$ cat config.mk
export PLATFORM = sky130hd
export DESIGN_NAME = base64_strict_decoder_core_flat
export DESIGN_NICKNAME = d
export VERILOG_FILES = /design/src/rtl/b64sd_pkg.sv /design/src/rtl/b64sd_in_if.sv /design/src/rtl/b64sd_out_if.sv /design/src/rtl/b64sd_front.sv /design/src/rtl/b64sd_fifo.sv /design/src/rtl/b64sd_back.sv /design/src/rtl/base64_strict_decoder_core.sv /design/src/flat_wrapper.sv
export VERILOG_INCLUDE_DIRS = /design/src /design/src/rtl
export SDC_FILE = /design/constraint.sdc
export NUM_CORES = 1
export LEC_CHECK = 0
export ABC_AREA = 1
export BUFFER_PORTS_ARGS = -buffer_cell sky130_fd_sc_hd__buf_2
export CAP_MARGIN = 20
export CORE_ASPECT_RATIO = 0.6
export CORE_MARGIN = 1
export CORE_UTILIZATION = 65
export CTS_BUF_LIST = sky130_fd_sc_hd__clkbuf_16
export CTS_CLUSTER_DIAMETER = 150
export DETAILED_ROUTE_END_ITERATION = 10
export GPL_ROUTABILITY_DRIVEN = 0
export GPL_TIMING_DRIVEN = 0
export PLACE_DENSITY = 0.83
export SYNTH_ARGS = -nofsm -noshare
export SYNTH_HDL_FRONTEND = slang
export SYNTH_SLANG_ARGS = --single-unit
$ cat constraint.sdc
create_clock -name clk -period 9.5 [get_ports clk]
set_input_delay 0.475 -clock clk [delete_from_list [all_inputs] [get_ports clk]]
set_output_delay 0.475 -clock clk [all_outputs]
set_load 0.02 [all_outputs]
$ cat src/rtl/base64_strict_decoder_core_macros.svh
// Assertion macros for the base64 strict decoder core.
// Included by the top level; no dependencies.
`ifndef BASE64_STRICT_DECODER_CORE_MACROS_SVH
`define BASE64_STRICT_DECODER_CORE_MACROS_SVH

// same-cycle implication, disabled in reset
`define B64SD_ASSERT_NOW(label, clk, rst_n, ante, cons, msg) \
	label: assert property (@(posedge clk) disable iff (!rst_n) (ante) |-> (cons)) \
		else $error(msg);

// next-cycle implication, disabled in reset
`define B64SD_ASSERT_NEXT(label, clk, rst_n, ante, cons, msg) \
	label: assert property (@(posedge clk) disable iff (!rst_n) (ante) |=> (cons)) \
		else $error(msg);

`endif

$ cat src/rtl/b64sd_pkg.sv
// Shared types, constants and the alphabet lookup for the base64 strict decoder.
// No dependencies.
package b64sd_pkg;

	localparam int FIFO_DEPTH_DEF = 4;

	typedef enum logic [2:0] {
		ST_OK              = 3'd0,
		ST_BAD_CHAR        = 3'd1,
		ST_CHAR_AFTER_PAD  = 3'd2,
		ST_AFTER_FINAL_PAD = 3'd3,
		ST_TOO_MANY_PADS   = 3'd4,
		ST_INCOMPLETE      = 3'd5
	} status_t;

	localparam logic [7:0] CH_PAD   = 8'h3D;
	localparam logic [7:0] CH_SPACE = 8'h20;
	localparam logic [7:0] CH_PLUS  = 8'h2B;
	localparam logic [7:0] CH_SLASH = 8'h2F;

	// one queued job: up to three bytes and an optional final status
	typedef struct packed {
		logic [23:0] word;
		logic [1:0]  nbytes;
		logic        has_status;
		status_t     status;
	} entry_t;

	typedef struct packed {
		logic full;
		logic empty;
	} fifo_stat_t;

	// {valid, sextet}
	function automatic logic [6:0] sextet_of(input logic [7:0] c);
		logic [6:0] r;
		r = 7'd0;
		if (c >= 8'h41 && c <= 8'h5A) begin
			r = {1'b1, 6'(c - 8'h41)};
		end else if (c >= 8'h61 && c <= 8'h7A) begin
			r = {1'b1, 6'(c - 8'h61 + 8'd26)};
		end else if (c >= 8'h30 && c <= 8'h39) begin
			r = {1'b1, 6'(c - 8'h30 + 8'd52)};
		end else if (c == CH_PLUS) begin
			r = {1'b1, 6'd62};
		end else if (c == CH_SLASH) begin
			r = {1'b1, 6'd63};
		end
		return r;
	endfunction

endpackage

$ cat src/rtl/b64sd_in_if.sv
// Input channel: per item, an optional character and an optional end marker.
// Depends on nothing.
interface b64sd_in_if;
	logic       valid;
	logic       ready;
	logic [7:0] char_code;
	logic       has_char;
	logic       end_of_text;

	modport source (output valid, char_code, has_char, end_of_text, input ready);
	modport sink (input valid, char_code, has_char, end_of_text, output ready);
endinterface

$ cat src/rtl/b64sd_out_if.sv
// Output channel: one decoded byte or final status per item.
// Depends on nothing.
interface b64sd_out_if;
	logic       valid;
	logic       ready;
	logic [7:0] out_byte;
	logic       is_status;
	logic [2:0] status_code;
	logic       last_result;

	modport source (output valid, out_byte, is_status, status_code, last_result, input ready);
	modport sink (input valid, out_byte, is_status, status_code, last_result, output ready);
endinterface

$ cat src/rtl/b64sd_front.sv
// Front end: accepts characters, tracks group and error state, builds queue entries.
// Depends on b64sd_pkg.
module b64sd_front import b64sd_pkg::*; (
	input  logic       clk,
	input  logic       arst_n,
	b64sd_in_if.sink   chars,
	input  fifo_stat_t fstat,
	output logic       push,
	output entry_t     push_entry
);

	logic [17:0] held_q, held_d;
	logic [1:0]  cnt_q, cnt_d;
	logic [1:0]  pads_q, pads_d;
	logic        padst_q, padst_d;
	logic        fps_q, fps_d;
	status_t     err_q, err_d;

	logic        accept;
	logic        is_ws;
	logic        is_pad;
	logic [6:0]  sx;
	logic [5:0]  value;
	logic [2:0]  pads_tot;
	logic [1:0]  nbytes;

	assign chars.ready = !fstat.full;
	assign accept = chars.valid && chars.ready;

	always_comb begin
		is_ws  = (chars.char_code == CH_SPACE) ||
			(chars.char_code >= 8'h09 && chars.char_code <= 8'h0D);
		is_pad = (chars.char_code == CH_PAD);
		sx     = sextet_of(chars.char_code);
		value  = is_pad ? 6'd0 : sx[5:0];
		pads_tot = {1'b0, pads_q} + {2'b00, is_pad};

		held_d  = held_q;
		cnt_d   = cnt_q;
		pads_d  = pads_q;
		padst_d = padst_q;
		fps_d   = fps_q;
		err_d   = err_q;
		nbytes  = 2'd0;

		if (chars.has_char && !is_ws && err_q == ST_OK) begin
			if (fps_q) begin
				err_d = ST_AFTER_FINAL_PAD;
			end else if (!is_pad && padst_q) begin
				err_d = ST_CHAR_AFTER_PAD;
			end else if (!is_pad && !sx[6]) begin
				err_d = ST_BAD_CHAR;
			end else if (cnt_q != 2'd3) begin
				held_d = {held_q[11:0], value};
				cnt_d  = cnt_q + 2'd1;
				if (is_pad) begin
					padst_d = 1'b1;
					pads_d  = pads_q + 2'd1;
				end
			end else if (pads_tot > 3'd2) begin
				err_d = ST_TOO_MANY_PADS;
			end else begin
				nbytes  = 2'(3'd3 - pads_tot);
				fps_d   = (pads_tot != 3'd0);
				held_d  = '0;
				cnt_d   = 2'd0;
				pads_d  = 2'd0;
				padst_d = 1'b0;
			end
		end

		push_entry.word       = {held_q, value};
		push_entry.nbytes     = nbytes;
		push_entry.has_status = chars.end_of_text;
		if (err_d != ST_OK) begin
			push_entry.status = err_d;
		end else if (cnt_d != 2'd0) begin
			push_entry.status = ST_INCOMPLETE;
		end else begin
			push_entry.status = ST_OK;
		end
		push = accept && (nbytes != 2'd0 || chars.end_of_text);
	end

	always_ff @(posedge clk or negedge arst_n) begin
		if (!arst_n) begin
			held_q  <= '0;
			cnt_q   <= '0;
			pads_q  <= '0;
			padst_q <= 1'b0;
			fps_q   <= 1'b0;
			err_q   <= ST_OK;
		end else if (accept) begin
			if (chars.end_of_text) begin
				held_q  <= '0;
				cnt_q   <= '0;
				pads_q  <= '0;
				padst_q <= 1'b0;
				fps_q   <= 1'b0;
				err_q   <= ST_OK;
			end else begin
				held_q  <= held_d;
				cnt_q   <= cnt_d;
				pads_q  <= pads_d;
				padst_q <= padst_d;
				fps_q   <= fps_d;
				err_q   <= err_d;
			end
		end
	end

endmodule

$ cat src/rtl/b64sd_fifo.sv
// Short queue of decode entries between front and back end.
// Depends on b64sd_pkg.
module b64sd_fifo import b64sd_pkg::*; #(
	parameter int DEPTH = FIFO_DEPTH_DEF
) (
	input  logic       clk,
	input  logic       arst_n,
	input  logic       push,
	input  entry_t     push_entry,
	input  logic       pop,
	output entry_t     head,
	output fifo_stat_t fstat
);

	localparam int PW = (DEPTH > 1) ? $clog2(DEPTH) : 1;
	localparam int CW = $clog2(DEPTH + 1);

	entry_t        mem_q [DEPTH];
	logic [PW-1:0] wr_ptr_q;
	logic [PW-1:0] rd_ptr_q;
	logic [CW-1:0] count_q;

	assign fstat.full  = (count_q == CW'(DEPTH));
	assign fstat.empty = (count_q == '0);
	assign head        = mem_q[rd_ptr_q];

	always_ff @(posedge clk) begin
		if (push) begin
			mem_q[wr_ptr_q] <= push_entry;
		end
	end

	always_ff @(posedge clk or negedge arst_n) begin
		if (!arst_n) begin
			wr_ptr_q <= '0;
			rd_ptr_q <= '0;
			count_q  <= '0;
		end else begin
			if (push) begin
				wr_ptr_q <= (wr_ptr_q == PW'(DEPTH - 1)) ? '0 : wr_ptr_q + 1'b1;
			end
			if (pop) begin
				rd_ptr_q <= (rd_ptr_q == PW'(DEPTH - 1)) ? '0 : rd_ptr_q + 1'b1;
			end
			if (push && !pop) begin
				count_q <= count_q + 1'b1;
			end else if (pop && !push) begin
				count_q <= count_q - 1'b1;
			end
		end
	end

endmodule

$ cat src/rtl/b64sd_back.sv
// Back end: walks each queue entry and issues bytes then status into an output register.
// Depends on b64sd_pkg.
module b64sd_back import b64sd_pkg::*; (
	input  logic       clk,
	input  logic       arst_n,
	input  entry_t     head,
	input  fifo_stat_t fstat,
	output logic       pop,
	b64sd_out_if.source results
);

	logic [1:0] pos_q;
	logic       load;
	logic [2:0] total;
	logic       last;
	logic       is_data;
	logic [7:0] sel_byte;

	always_comb begin
		total   = {1'b0, head.nbytes} + {2'b00, head.has_status};
		last    = ({1'b0, pos_q} + 3'd1 == total);
		is_data = (pos_q < head.nbytes);
		case (pos_q)
			2'd0:    sel_byte = head.word[23:16];
			2'd1:    sel_byte = head.word[15:8];
			default: sel_byte = head.word[7:0];
		endcase
		load = !fstat.empty && (!results.valid || results.ready);
		pop  = load && last;
	end

	always_ff @(posedge clk or negedge arst_n) begin
		if (!arst_n) begin
			results.valid <= 1'b0;
			pos_q         <= '0;
		end else begin
			if (load) begin
				results.valid <= 1'b1;
				pos_q         <= last ? 2'd0 : pos_q + 2'd1;
			end else if (results.ready) begin
				results.valid <= 1'b0;
			end
		end
	end

	always_ff @(posedge clk) begin
		if (load) begin
			results.out_byte    <= is_data ? sel_byte : 8'd0;
			results.is_status   <= !is_data;
			results.status_code <= is_data ? ST_OK : head.status;
			results.last_result <= last;
		end
	end

endmodule

$ cat src/rtl/base64_strict_decoder_core.sv
// Channel   Dir  Payload                                          Handshake
// chars     in   char_code, has_char, end_of_text                 valid/ready
// results   out  out_byte, is_status, status_code, last_result    valid/ready
//
// One character is accepted per cycle while the entry queue has room.
// A group gives up to three bytes plus a status at the end marker. The back end issues
// one result per cycle while results is ready, which bounds sustained output.
// Items pass the entry queue, then the output register. Reset clears all but data storage.
// Depends on b64sd_pkg, b64sd_in_if, b64sd_out_if, front, fifo, back and the macro header.
`include "base64_strict_decoder_core_macros.svh"

module base64_strict_decoder_core import b64sd_pkg::*; #(
	parameter int FIFO_DEPTH = FIFO_DEPTH_DEF
) (
	input  logic         clk,
	input  logic         arst_n,
	b64sd_in_if.sink     chars,
	b64sd_out_if.source  results
);

	fifo_stat_t fstat;
	logic       push;
	logic       pop;
	entry_t     push_entry;
	entry_t     head;

	b64sd_front u_front (
		.clk        (clk),
		.arst_n     (arst_n),
		.chars      (chars),
		.fstat      (fstat),
		.push       (push),
		.push_entry (push_entry)
	);

	b64sd_fifo #(
		.DEPTH (FIFO_DEPTH)
	) u_fifo (
		.clk        (clk),
		.arst_n     (arst_n),
		.push       (push),
		.push_entry (push_entry),
		.pop        (pop),
		.head       (head),
		.fstat      (fstat)
	);

	b64sd_back u_back (
		.clk     (clk),
		.arst_n  (arst_n),
		.head    (head),
		.fstat   (fstat),
		.pop     (pop),
		.results (results)
	);

	`B64SD_ASSERT_NOW(a_no_push_full, clk, arst_n, push, !fstat.full, "push into full queue")
	`B64SD_ASSERT_NOW(a_status_last, clk, arst_n, results.valid && results.is_status, results.last_result, "status not last")
	`B64SD_ASSERT_NOW(a_data_code_ok, clk, arst_n, results.valid && !results.is_status, results.status_code == ST_OK, "data item with status code")
	`B64SD_ASSERT_NEXT(a_end_push, clk, arst_n, chars.valid && chars.ready && chars.end_of_text, !fstat.empty, "end marker lost")

endmodule

$ cat src/flat_wrapper.sv
// flat-port wrapper written by rule: the top's interface ports become plain ports
module base64_strict_decoder_core_flat import b64sd_pkg::*;
#(
	parameter int FIFO_DEPTH = FIFO_DEPTH_DEF
)
  (clk, arst_n, chars_valid, chars_char_code, chars_has_char, chars_end_of_text, chars_ready, results_valid, results_out_byte, results_is_status, results_status_code, results_last_result, results_ready);
  b64sd_in_if chars_i ();
  b64sd_out_if results_i ();
  input  logic clk;
  input  logic arst_n;
  input wire logic [$bits(chars_i.valid)-1:0] chars_valid;
  input wire logic [$bits(chars_i.char_code)-1:0] chars_char_code;
  input wire logic [$bits(chars_i.has_char)-1:0] chars_has_char;
  input wire logic [$bits(chars_i.end_of_text)-1:0] chars_end_of_text;
  output wire logic [$bits(chars_i.ready)-1:0] chars_ready;
  output wire logic [$bits(results_i.valid)-1:0] results_valid;
  output wire logic [$bits(results_i.out_byte)-1:0] results_out_byte;
  output wire logic [$bits(results_i.is_status)-1:0] results_is_status;
  output wire logic [$bits(results_i.status_code)-1:0] results_status_code;
  output wire logic [$bits(results_i.last_result)-1:0] results_last_result;
  input wire logic [$bits(results_i.ready)-1:0] results_ready;
  assign chars_i.valid = chars_valid;
  assign chars_i.char_code = chars_char_code;
  assign chars_i.has_char = chars_has_char;
  assign chars_i.end_of_text = chars_end_of_text;
  assign chars_ready = chars_i.ready;
  assign results_valid = results_i.valid;
  assign results_out_byte = results_i.out_byte;
  assign results_is_status = results_i.is_status;
  assign results_status_code = results_i.status_code;
  assign results_last_result = results_i.last_result;
  assign results_i.ready = results_ready;
  base64_strict_decoder_core #(.FIFO_DEPTH(FIFO_DEPTH)) u_core (.clk(clk), .arst_n(arst_n), .chars(chars_i), .results(results_i));
endmodule
==> out/metrics.yaml, run 1 <==
r2r_cells: 18
seq_area_frac_synth_pct: 63.2
r2r_slack_ns: 5.07
arrival_ns: 4.74
drive_above_1_share_pct: 12.1
cts_root_buffer: "clkbuf_16"
worst-path-max-fanout: 10
insertion_delay_ns: 0.43
synthesis.nets: 770
maxSlewHeadroom_pct: 31.6
setup_tns_ns: 0
end_kind: "flip-flop"
ys_warn_count: 0
rsz0062_at_grt: "no"
p_per_area_nw_per_um2: 316
tightest_slew_ns: 1.02
drcViolationCount: 0
ios: 29
nNetsFinal: 819
synthCells: 729
area_growth_pct: 13.3
p_seq_share_pct: 40.1
vias: 5881
antenna_found_initial: 0
synth_cell_types: 39
hpwl_mm: 12.3
clock.fmax_mhz: 226
clkPwrFrac_pct: 24.9
drtAntennaViolNets: 0
htree_levels: 4
crit_path_end: "u_core.u_fifo.count_q[1]"
hp-class: "input port to asynchronous set/reset pin"
ctsHoldBuffers: 0
cts_made_buffers: 17
dieHeight_um: 86.8
drtPass1Iterations: 6
setup_viol: 0
coreArea_um2: 11500
synth_area_um2: 7780
min_period_ns: 4.43
fin_skew_ns: 0.00800
routed_wl_mm: 19.1
start_kind: "flip-flop"
globalRouteMet1Util_pct: 44.1
switching_share_pct: 39.0
grt_first_pass_wirelength_mm: 30.4
cts_resized: 0
pwr-share-comb_pct: 35.0
grt_use_met3_pct: 10.9
die_w_um: 143
switchingPower_mw: 1.09
p_leak_nw: 3.54
min_period_over_period_pct: 46.6
rr_startpoint: "u_core.u_fifo.rd_ptr_q[0]"
path_class: "flip-flop to flip-flop"
postSynthAreaPerCell_um2: 10.7
start_util_pct: 67.8
routedWlPerCell_um: 20.1
vdd_ir_drop_max_mv: 0.199
grt-busiest-layer: "met2"
ys_ff_latch: 170
critPathRequiredTime_ns: 9.81
cap_viol_max_count: 0
whs_ns: 0.166
antenna-diode-count: 0
cts_tree: "built"
use_met2_pct: 54.3
clockBufferDepth: 2
drtIter0Drc: 771
intPower_mw: 1.70
cts.clk_slew.worst_paths_ns: 0.07
rows: 30
slew_viol_final: 0
grt_pass1_vias: 5836
finalHoldViolCount: 0
grt_max_degree: 38
status: "completed"
r2r-end: "u_core.u_fifo.count_q[1]"
postCtsSetupRepairBufs: 0
clock-sinks: 170
portBuffers: 27
final_util_pct: 76.7
dieArea_um2: 12400
grt_usage_pct: 34.0
crit_start: "u_core.u_fifo.rd_ptr_q[0]"
gr-total-overflow: 0
via_per_inst: 6.18
-- state kept, by name, indices dropped and copies added, names as in the netlist --
register / flops
u_core.u_back.results.out_byte: 8
u_core.u_fifo.rd_ptr_q: 2
u_core.u_fifo.mem_q: 120
u_core.u_front.held_q: 18
u_core.u_front.err_q: 3
u_core.u_back.results.status_code: 3
u_core.u_front.padst_q: 1
u_core.u_back.results.last_result: 1
u_core.u_front.fps_q: 1
u_core.u_fifo.count_q: 3
u_core.u_back.results.is_status: 1
u_core.u_back.pos_q: 2
u_core.u_front.cnt_q: 2
u_core.u_back.results.valid: 1
u_core.u_front.pads_q: 2
u_core.u_fifo.wr_ptr_q: 2
-- critical path, cell delays in order, from the launching register on --
cell      delay, ns
dfrtp_1        0.39
buf_2          0.18
inv_1          0.18
clkbuf_1       0.45
clkbuf_1       0.41
o21ai_0        0.19
o22ai_1        0.30
ha_1           0.22
ha_1           0.23
xor2_1         0.17
nor2_1         0.13
inv_1          0.09
nor2_1         0.35
inv_1          0.09
ha_1           0.20
inv_1          0.11
fa_1           0.44
nor2_1         0.11
a21oi_1        0.05
-- cell usage after synthesis, drive strengths merged --
library cell	n	area, um^2
o21a	1	7.51
o21ai	76	380
ha	26	325
a21oi	30	165
clkbuf	18	67.6
xnor2	3	26.3
a221oi	8	70.1
buf	8	48.8
nand2	99	412
a32oi	1	8.76
fa	1	20.0
inv	55	206
xor2	9	78.8
o31ai	1	7.51
o22ai	22	138
nand4	5	31.3
nor2	133	509
nand3	50	283
edfxtp	133	3990
or2	1	6.26
a31oi	1	6.26
o211ai	2	15.0
a41oi	1	8.76
dfrtp	37	926
nor3	5	25.0
clkinv	2	8.75
nand3b	1	7.51
-- how the worst min path moves through the flow --
stage | from | to | slack [ns] | cells after the start
CTS | arst_n | u_core.u_fifo.rd_ptr_q[0] | 0.18 | 1
global route | arst_n | u_core.u_fifo.rd_ptr_q[0] | 0.22 | 1
finish | arst_n | u_core.u_front.cnt_q[0] | 0.17 | 1
global placement | u_core.u_front.held_q[14] | u_core.u_fifo.mem_q[0][26] | 0.50 | 0
detailed placement | u_core.u_front.held_q[14] | u_core.u_fifo.mem_q[0][26] | 0.51 | 0
floorplan | arst_n | u_core.u_back.pos_q[0] | 0.18 | 0
-- routing by layer --
layer,wire length (um),share of wire (%),vias to the layer above
li1,-,-,2644
met1,7590,40,2778
met2,8860,46,397
met3,2280,12,62
met4,356,1.9,0
met5,0,0,-
-- layout make-up --
| type | count | area, um^2 |
|---|---|---|
| clock buffers | 17 | 425 |
| well taps | 160 | 200 |
| clock inverters | 15 | 168 |
| inverters | 57 | 215 |
| fillers | 701 | 2670 |
| repair buffers | 30 | 203 |
| multi-input cells | 476 | 2570 |
| flip-flops and latches | 170 | 4920 |
| plain buffers | 26 | 116 |
-- cells by family (layout without fill, tap and decap cells) --
| kind of cell | after synthesis | count (layout) | share of synthesized area, % |
|---|---|---|---|
| xor+xnor | 12 | 12 | 1.35 |
| buf+inv | 83 | 145 | 4.26 |
| simple gates | 294 | 294 | 16.4 |
| flops | 170 | 170 | 63.2 |
| compound gates | 143 | 143 | 10.4 |
| fa+ha+maj | 27 | 27 | 4.44 |
-- cells in the final DEF, fill, tap and decap left out, types with 2 or more instances in the layout --
cell,instances
inv_6,4
a21oi_2,4
a21oi_1,26
xnor2_1,3
nand2_1,89
inv_1,54
a221oi_1,8
nand2_2,7
nand4_1,5
ha_1,26
clkinv_4,4
bufinv_16,2
nand2_4,3
o22ai_1,22
nor3_1,5
dfrtp_1,37
buf_6,2
xor2_1,9
clkbuf_16,17
edfxtp_1,133
inv_2,2
buf_2,30
o21ai_0,73
buf_12,2
clkbuf_1,18
nor2_1,127
clkinvlp_4,3
buf_1,3
nand3_2,4
nor2_4,5
o211ai_1,2
nand3_1,45
o21ai_1,3
-- power groups by stage --
stage	Combinational, mW	Clock, mW	Sequential (mW)
global route	1.07	0.725	1.13
global placement	0.851	0	1.12
floorplan	0.588	0	1.13
finish	0.974	0.693	1.12
CTS	0.952	0.697	1.11
detailed placement	0.928	0	1.13
-- per-stage QoR --
stage / total power, mW / cell area, um^2 / cells / setup WS (ns)
5_1_grt: 2.93 / 8810 / 951 / 4.80
6_report: 2.79 / 8810 / 951 / 5.07
3_5_place_dp: 2.05 / 8220 / 919 / 5.26
2_1_floorplan: 1.72 / 7780 / 729 / 5.65
3_3_place_gp: 1.97 / 8120 / 916 / 4.43
4_1_cts: 2.76 / 8810 / 951 / 5.18
Note: power is estimated with default switching activity, not from simulation.
==> inputs of run 2 (changes only) <==
--- a/config.mk
+++ b/config.mk
@@ -11,13 +11,13 @@
 export CAP_MARGIN = 20
 export CORE_ASPECT_RATIO = 0.6
 export CORE_MARGIN = 1
-export CORE_UTILIZATION = 65
+export CORE_UTILIZATION = 62
 export CTS_BUF_LIST = sky130_fd_sc_hd__clkbuf_16
 export CTS_CLUSTER_DIAMETER = 150
 export DETAILED_ROUTE_END_ITERATION = 10
 export GPL_ROUTABILITY_DRIVEN = 0
 export GPL_TIMING_DRIVEN = 0
-export PLACE_DENSITY = 0.83
+export PLACE_DENSITY = 0.8
 export SYNTH_ARGS = -nofsm -noshare
 export SYNTH_HDL_FRONTEND = slang
 export SYNTH_SLANG_ARGS = --single-unit
==> constraint.sdc (replaced) <==
create_clock -name clk -period 4.2 [get_ports clk]
set_input_delay 0.21 -clock clk [delete_from_list [all_inputs] [get_ports clk]]
set_output_delay 0.21 -clock clk [all_outputs]
set_load 0.02 [all_outputs]
==> out/metrics.yaml, run 2 (synthesized netlist as in run 1, its figures left out) <==
arrival_ns: 4.36  # was 4.74 ns
maxSlewHeadroom_pct: 32.3  # was 31.6%
antenna_found_initial: 0  # unchanged
cp_top_family: "buffers and inverters"  # unchanged
final_cell_mix: "133 x edfxtp_1, 127 x nor2_1, 89 x nand2_1"  # unchanged
whs_ns: 0.0679  # was 0.166 ns
cpPeakStageDelay_ns: 0.49  # was 0.45 ns
insertion_delay_ns: 0.43  # about the same
start_kind: "flip-flop"  # unchanged
via_per_inst: 5.98  # was 6.18
largest_register_ffs: 120  # unchanged
vias: 5725  # was 5881
die_w_um: 147  # was 143 um
layout_commonest_cell: "edfxtp_1"  # unchanged
cts.clk_slew.worst_paths_ns: 0.06  # was 0.07 ns
gr-total-overflow: 0  # unchanged
drtIter0Drc: 737  # was 771
path_buf_inv: 5  # was 7
clock-sinks: 170  # unchanged
grt_pass1_vias: 5409  # was 5836
nNetsFinal: 820  # was 819
cts_tree: "built"  # unchanged
fill_cells: 807  # was 701
drtAntennaViolNets: 0  # unchanged
end_kind: "flip-flop"  # unchanged
grt_usage_pct: 30.4  # was 34.0%
vdd_ir_drop_max_mv: 0.417  # was 0.199 mV
slew_viol_final: 0  # unchanged
ios: 29  # unchanged
clockBufferDepth: 2  # unchanged
clock.fmax_mhz: 246  # was 226 MHz
antenna-diode-count: 0  # unchanged
grt_first_pass_wirelength_mm: 28.9  # was 30.4 mm
hp-class: "input port to flip-flop"  # was input port to asynchronous set/reset pin
regMostFlops: "u_core.u_fifo.mem_q"  # unchanged
top_regs: "u_core.u_fifo.mem_q x120, u_core.u_front.held_q x18, u_core.u_back.results.out_byte x8"  # unchanged
worst-path-max-fanout: 10  # unchanged
coreArea_um2: 12100  # was 11500 um^2
dieHeight_um: 88.8  # was 86.8 um
finalWorstSetupSlack_ns: 0.137  # was 5.07 ns
final_cell_count_no_fill: 957  # was 951
start_util_pct: 64.1  # was 67.8%
grt_max_degree: 38  # unchanged
tightest_slew_ns: 1.01  # was 1.02 ns
dieArea_um2: 13000  # was 12400 um^2
total_power_mw: 6.25  # was 2.79 mW
p_per_area_nw_per_um2: 706  # was 316 nW/um^2
critPathRequiredTime_ns: 4.50  # was 9.81 ns
postCtsSetupRepairBufs: 0  # unchanged
finalInstanceArea_um2: 8850  # was 8810 um^2
cap_viol_max_count: 0  # unchanged
path_class: "flip-flop to flip-flop"  # unchanged
portBuffers: 27  # unchanged
fin_skew_ns: 0.0116  # was 0.00800 ns
drive_above_1_share_pct: 12.6  # was 12.1%
htree_levels: 4  # unchanged
critPathSlowestCell: "clkbuf_1"  # unchanged
cts_root_buffer: "clkbuf_16"  # unchanged
status: "completed"  # unchanged
rows: 31  # was 30
place_ws_ns: -0.100  # was 5.26 ns
place_inst: 924  # was 919
cts_made_buffers: 17  # unchanged
area_growth_pct: 13.7  # was 13.3%
p_leak_nw: 3.57  # was 3.54 nW
place_area_um2: 8220  # about the same
finalHoldViolCount: 0  # unchanged
routed_wl_mm: 18.4  # was 19.1 mm
routedWlPerCell_um: 19.2  # was 20.1 um
drcViolationCount: 0  # unchanged
min_period_over_period_pct: 96.7  # was 46.6%
hpwl_mm: 12.4  # was 12.3 mm
setup_viol: 0  # unchanged
worstPathCellList: "clkbuf_1, clkbuf_2, o21ai_0, o22ai_1, ha_1, ha_1, xor2_1, nor2_1, inv_1, nor2_1, inv_1, ha_1, inv_1, fa_1, nor2_1, a21oi_1"  # was buf_2, inv_1, clkbuf_1, clkbuf_1, o21ai_0, o22ai_1, ha_1, ha_1, xor2_1, nor2_1, inv_1, nor2_1, inv_1, ha_1, inv_1, fa_1, nor2_1, a21oi_1
drtPass1Iterations: 6  # unchanged
min_period_ns: 4.06  # was 4.43 ns
==> run 2: final cells by class <==
cell class	instances	area (um^2)	area share [%]
buffer	25	118	1.33
clock buffer	19	475	5.37
clock inverter	13	130	1.47
inverter	57	215	2.43
multi-input combinational	476	2570	29.0
sequential	170	4920	55.6
tap	165	206	2.33
timing repair buffer	32	215	2.43
==> run 2: metal layers <==
layer / GRT usage (%) / wire (um) / share of wire [%]
met1: 42.5 / 7710 / 42
met2: 49.0 / 8360 / 45
met3: 7.16 / 2060 / 11
met4: 7.77 / 239 / 1.3
met5: 0 / 0 / 0
==> run 2: path summary, 6_finish.rpt <==
kind / slack [ns] / cells past startpoint / endpoint / from
worst min-delay path: 0.07 / 2 / u_core.u_front.fps_q / chars_end_of_text
worst max register to register: 0.14 / 16 / u_core.u_fifo.count_q[1] / u_core.u_fifo.rd_ptr_q[1]
worst min register to register: 0.53 / 1 / u_core.u_front.pads_q[0] / u_core.u_front.pads_q[0]
worst max-delay path: 0.14 / 16 / u_core.u_fifo.count_q[1] / u_core.u_fifo.rd_ptr_q[1]
max in group asynchronous: 3.18 / 2 / u_core.u_front.held_q[17] / arst_n
min in group asynchronous: 0.45 / 2 / u_core.u_front.cnt_q[0] / arst_n
==> run 2: metrics by stage <==
step,TNS (ns),util (%)
6_report,0,72.9
2_1_floorplan,0,-
5_1_grt,-0.0169,72.9
3_3_place_gp,-68.67,66.9
3_5_place_dp,-0.110,67.7
4_1_cts,0,72.9
==> run 2: power breakdown <==
group	switching, mW	total, mW	internal [mW]
Sequential	0.222	2.52	2.30
Clock	0.664	1.56	0.900
Combinational	1.51	2.16	0.659
==> run 2: what timing repair did <==
item                                    in CTS  in global routing
cloned                                       0                  0
endpoints found under the setup margin       2                  2
gates resized for setup                      2                  4
hold buffers                                 2                  0
endpoints found under the hold margin       38                  0
